**src/design/bba_pkg.sv**
```systemverilog
// ----------------------------------------------------------------------------
// bba_pkg
// Shared types and codes of the buddy block allocator.
// ----------------------------------------------------------------------------
package bba_pkg;

  typedef enum logic [3:0] {
    S_CLEAR,
    S_IDLE,
    S_A_RD,
    S_A_CHK,
    S_A_TAKE,
    S_A_SPLIT,
    S_A_MARK,
    S_F_CHK,
    S_F_BRD,
    S_F_BCHK,
    S_F_SET
  } state_t;

  typedef enum logic [1:0] {
    STAT_OK       = 2'd0,
    STAT_NO_SPACE = 2'd1,
    STAT_INVALID  = 2'd2,
    STAT_RSVD     = 2'd3
  } status_t;

  localparam logic OP_ALLOC = 1'b0;
  localparam logic OP_FREE  = 1'b1;

endpackage

```
**src/design/bba_level_pick.sv**
```systemverilog
// ----------------------------------------------------------------------------
// bba_level_pick
// Finds the smallest level that fits a request and the lowest level at or
// above it that holds a free block.
// ----------------------------------------------------------------------------
module bba_level_pick import bba_pkg::*; #(
  parameter int ARENA_LEVEL = 15,
  parameter int MIN_LEVEL   = 4,
  parameter int NL          = ARENA_LEVEL - MIN_LEVEL + 1,
  parameter int LW          = $clog2(ARENA_LEVEL + 2)
) (
  input  logic [15:0]   request_size,
  input  logic [NL-1:0] level_nonzero,
  output logic [LW-1:0] need,
  output logic [LW-1:0] pick,
  output logic          found
);

  always_comb begin
    need = LW'(ARENA_LEVEL);
    for (int l = ARENA_LEVEL; l >= MIN_LEVEL; l--) begin
      if (32'(request_size) <= (32'(1) << l)) need = LW'(l);
    end
    found = 1'b0;
    pick  = '0;
    for (int k = NL - 1; k >= 0; k--) begin
      if (level_nonzero[k] && ((k + MIN_LEVEL) >= int'(need))) begin
        found = 1'b1;
        pick  = LW'(k + MIN_LEVEL);
      end
    end
  end

endmodule

```
**config.mk**
```make
export PLATFORM = sky130hd
export DESIGN_NAME = bba_level_pick
export DESIGN_NICKNAME = d
export VERILOG_FILES = /design/src/design/bba_pkg.sv /design/src/design/bba_level_pick.sv
export SDC_FILE = /design/constraint.sdc
export NUM_CORES = 1
export LEC_CHECK = 0
export BUFFER_PORTS_ARGS = -buffer_cell sky130_fd_sc_hd__buf_2
export CAP_MARGIN = 30
export CORE_UTILIZATION = 30
export DETAILED_ROUTE_END_ITERATION = 7
export PLACE_DENSITY_LB_ADDON = 0.08
export SYNTH_ARGS = -nofsm -noshare
export SYNTH_HDL_FRONTEND = slang
export SYNTH_SLANG_ARGS = --single-unit
```
**constraint.sdc**
```tcl
create_clock -name vclk -period 7.6
set_input_delay 1.14 -clock vclk [all_inputs]
set_output_delay 1.14 -clock vclk [all_outputs]
set_load 0.05 [all_outputs]
```
==> qor.csv <==
stage;metric;value;unit
status;status;finished clean;
sta;tightest_slew;0.504;ns
final_layout;final_nets;156;
synth;yosysWarnings;0;
grt;antenna_found_initial;0;
floorplanning;core;2000;µm²
synth;synthCells;93;
final_layout;ff_latch_area;0;µm²
sta;relSlewSlack;66.1;%
synth;synthTopCellsByArea;nor4_4, a32o_1, nand2_1;
final_layout;multi_input_area;596;µm²
detailed_routing;drt_wl_total;1830;µm
floorplanning;dieArea;2350;µm²
setup_path;path_cells;buf_2 > or4_1 > o41ai_1 > nand3_1 > o21ai_1 > nand4_1 > a21boi_0 > buf_2;
sta;post-route-min-period;4.50;ns
final_layout;fillCellCount;231;
floorplanning;chipHeight;48.5;µm
detailed_routing;routedWlPerCell;12.0;µm
placement;numPortBuffers;37;
detailed_routing;num_vias;830;
final_layout;syn2layout_area_growth;28.0;%
power;vdd_ir_drop_max;26.4;µV
setup_path;cp_max_fo;5;
power;p_leak;0.332;nW
sta;fmaxAchievable;222;MHz
setup_path;max_stage_delay;0.65;ns
sta;hold_ws;2.71;ns
detailed_routing;drcViolationCount;0;
floorplanning;std_cell_rows;16;
floorplanning;io_pins;39;
detailed_routing;ant_nets;0;
synth;yosysMostFrequentCell;nand2_1;
sta;rsz0062_at_grt;no;
final_layout;drive_above_1_share;38.1;%
clock_tree;cts_hold_buf;0;
grt;first_global_vias;719;
grt;grt_usage;15.9;%
sta;finalSetupViolCount;0;
floorplanning;start_util;32.4;%
worst_hold_path;hold_depth;4;
setup_path;path_class;input port to primary output;
setup_path;cp.required;6.46;ns
grt;grt_start_max_net_pins;10;
final_layout;seq_cells;0;
flow_run;max-cap-violations;0;
final_layout;final_util;41.4;%
detailed_routing;routed_via_density;5.42;
setup_path;crit_top_cell;buf_2;
grt;grt_pass1_wl;3170;µm
setup_path;arrival;3.36;ns
final_layout;diodes;0;
synth;synth_top_area_cell;nor4_4;
floorplanning;die_w;48.5;µm
synth;syn_area_per_cell;6.97;µm²
synth;netlist.area_leader.share;6.56;%
sta;finalHoldViolations;0;
sta;fin_setup_tns;0;ns
worst_hold_path;hp-start;level_nonzero[0];
placement;globalplace.congestion;0.740;
setup_path;endpoint_kind;primary output;
clock_tree;post-cts-setup-buffers;0;
detailed_routing;drt_iter0_drc;15;
clock_tree;postCtsResizedCells;0;
sta;fin_crit_sh;59.2;%
grt;grt.overflow.total;0;
synth;synthesis.area;648;µm²
final_layout;n_clock_buffer;0;
synth;seq_area_frac_synth;0;%
setup_path;crit_start;request_size[7];
power;power_density;52.1;nW/µm²
worst_hold_path;min_to;pick[0];
worst_hold_path;holdCritPathClass;input port to primary output;
synth;synth_common_cells;nand2_1, a21oi_1, nor2_1;
setup_path;cp-start-kind;input port;
detailed_routing;dr.pass1.iters;4;
setup_path;cp_slowest_cell;or4_1;
placement;dp_hpwl;1550;µm
sta;slew_violations;0;
synth;synth.distinct_cells;45;
-- cells by family (layout without fill, tap and decap cells) --
kind of cell    after synthesis  count (layout)  synth area share [%]
simple gates                 44              44                  44.2
compound gates               39              39                  46.5
other cells                   1               2                 0.579
buf+inv                       9              41                  8.69
-- power breakdown --
part,switching [mW],internal [mW]
combinational,0.0285,0.0147
clock,0,0
sequential,0,0
total,0.0285,0.0147
-- area by class of cell --
cell class / instances / share of cell area (%)
inverter: 4 / 1.81
tap: 27 / 4.07
multi-input combinational: 85 / 71.8
timing repair buffer: 37 / 22.3
-- critical path: cells and delay by family --
kind            cells  cell delay (ns)
buf+inv             2             0.40
simple gates        3             0.94
compound gates      3             0.87
-- layer usage --
metal,track usage (%),wire (µm),part of all wire (%)
met1,23.9,932,51
met2,26.3,811,44
met3,0.314,89,4.9
met4,0.980,0,0
met5,0,0,0
-- worst max path at each step --
stage,slack [ns],to,cells past startpoint
after floorplan,2.70,pick[1],6
after global placement,3.15,need[0],8
after detailed placement,3.13,pick[1],8
after CTS,3.12,pick[1],8
after global routing,2.95,pick[1],8
final,3.10,pick[1],8
-- layout by cell type, fill, tap and decap left out, drive strengths merged, types with 3 or more instances in the layout --
master | netlist | layout
a21boi | 3 | 3
a21o | 3 | 3
a21oi | 6 | 6
a31oi | 3 | 3
a32o | 4 | 4
and2 | 3 | 3
buf | 4 | 37
inv | 4 | 4
nand2 | 8 | 8
nand3 | 4 | 4
nor2 | 5 | 5
nor3 | 4 | 4
nor4 | 4 | 4
o21ai | 4 | 4
or4 | 4 | 4
-- metrics by stage --
stage                     instances  area (µm²)  setup slack [ns]  total power [mW]
after floorplan                  94         652              2.70            0.0288
after global placement          153         830              3.15            0.0429
after detailed placement        153         830              3.13            0.0431
after CTS                       153         830              3.12            0.0433
after global routing            153         830              2.95            0.0467
final                           153         830              3.10            0.0432
Note: power is estimated with default switching activity, not from simulation.
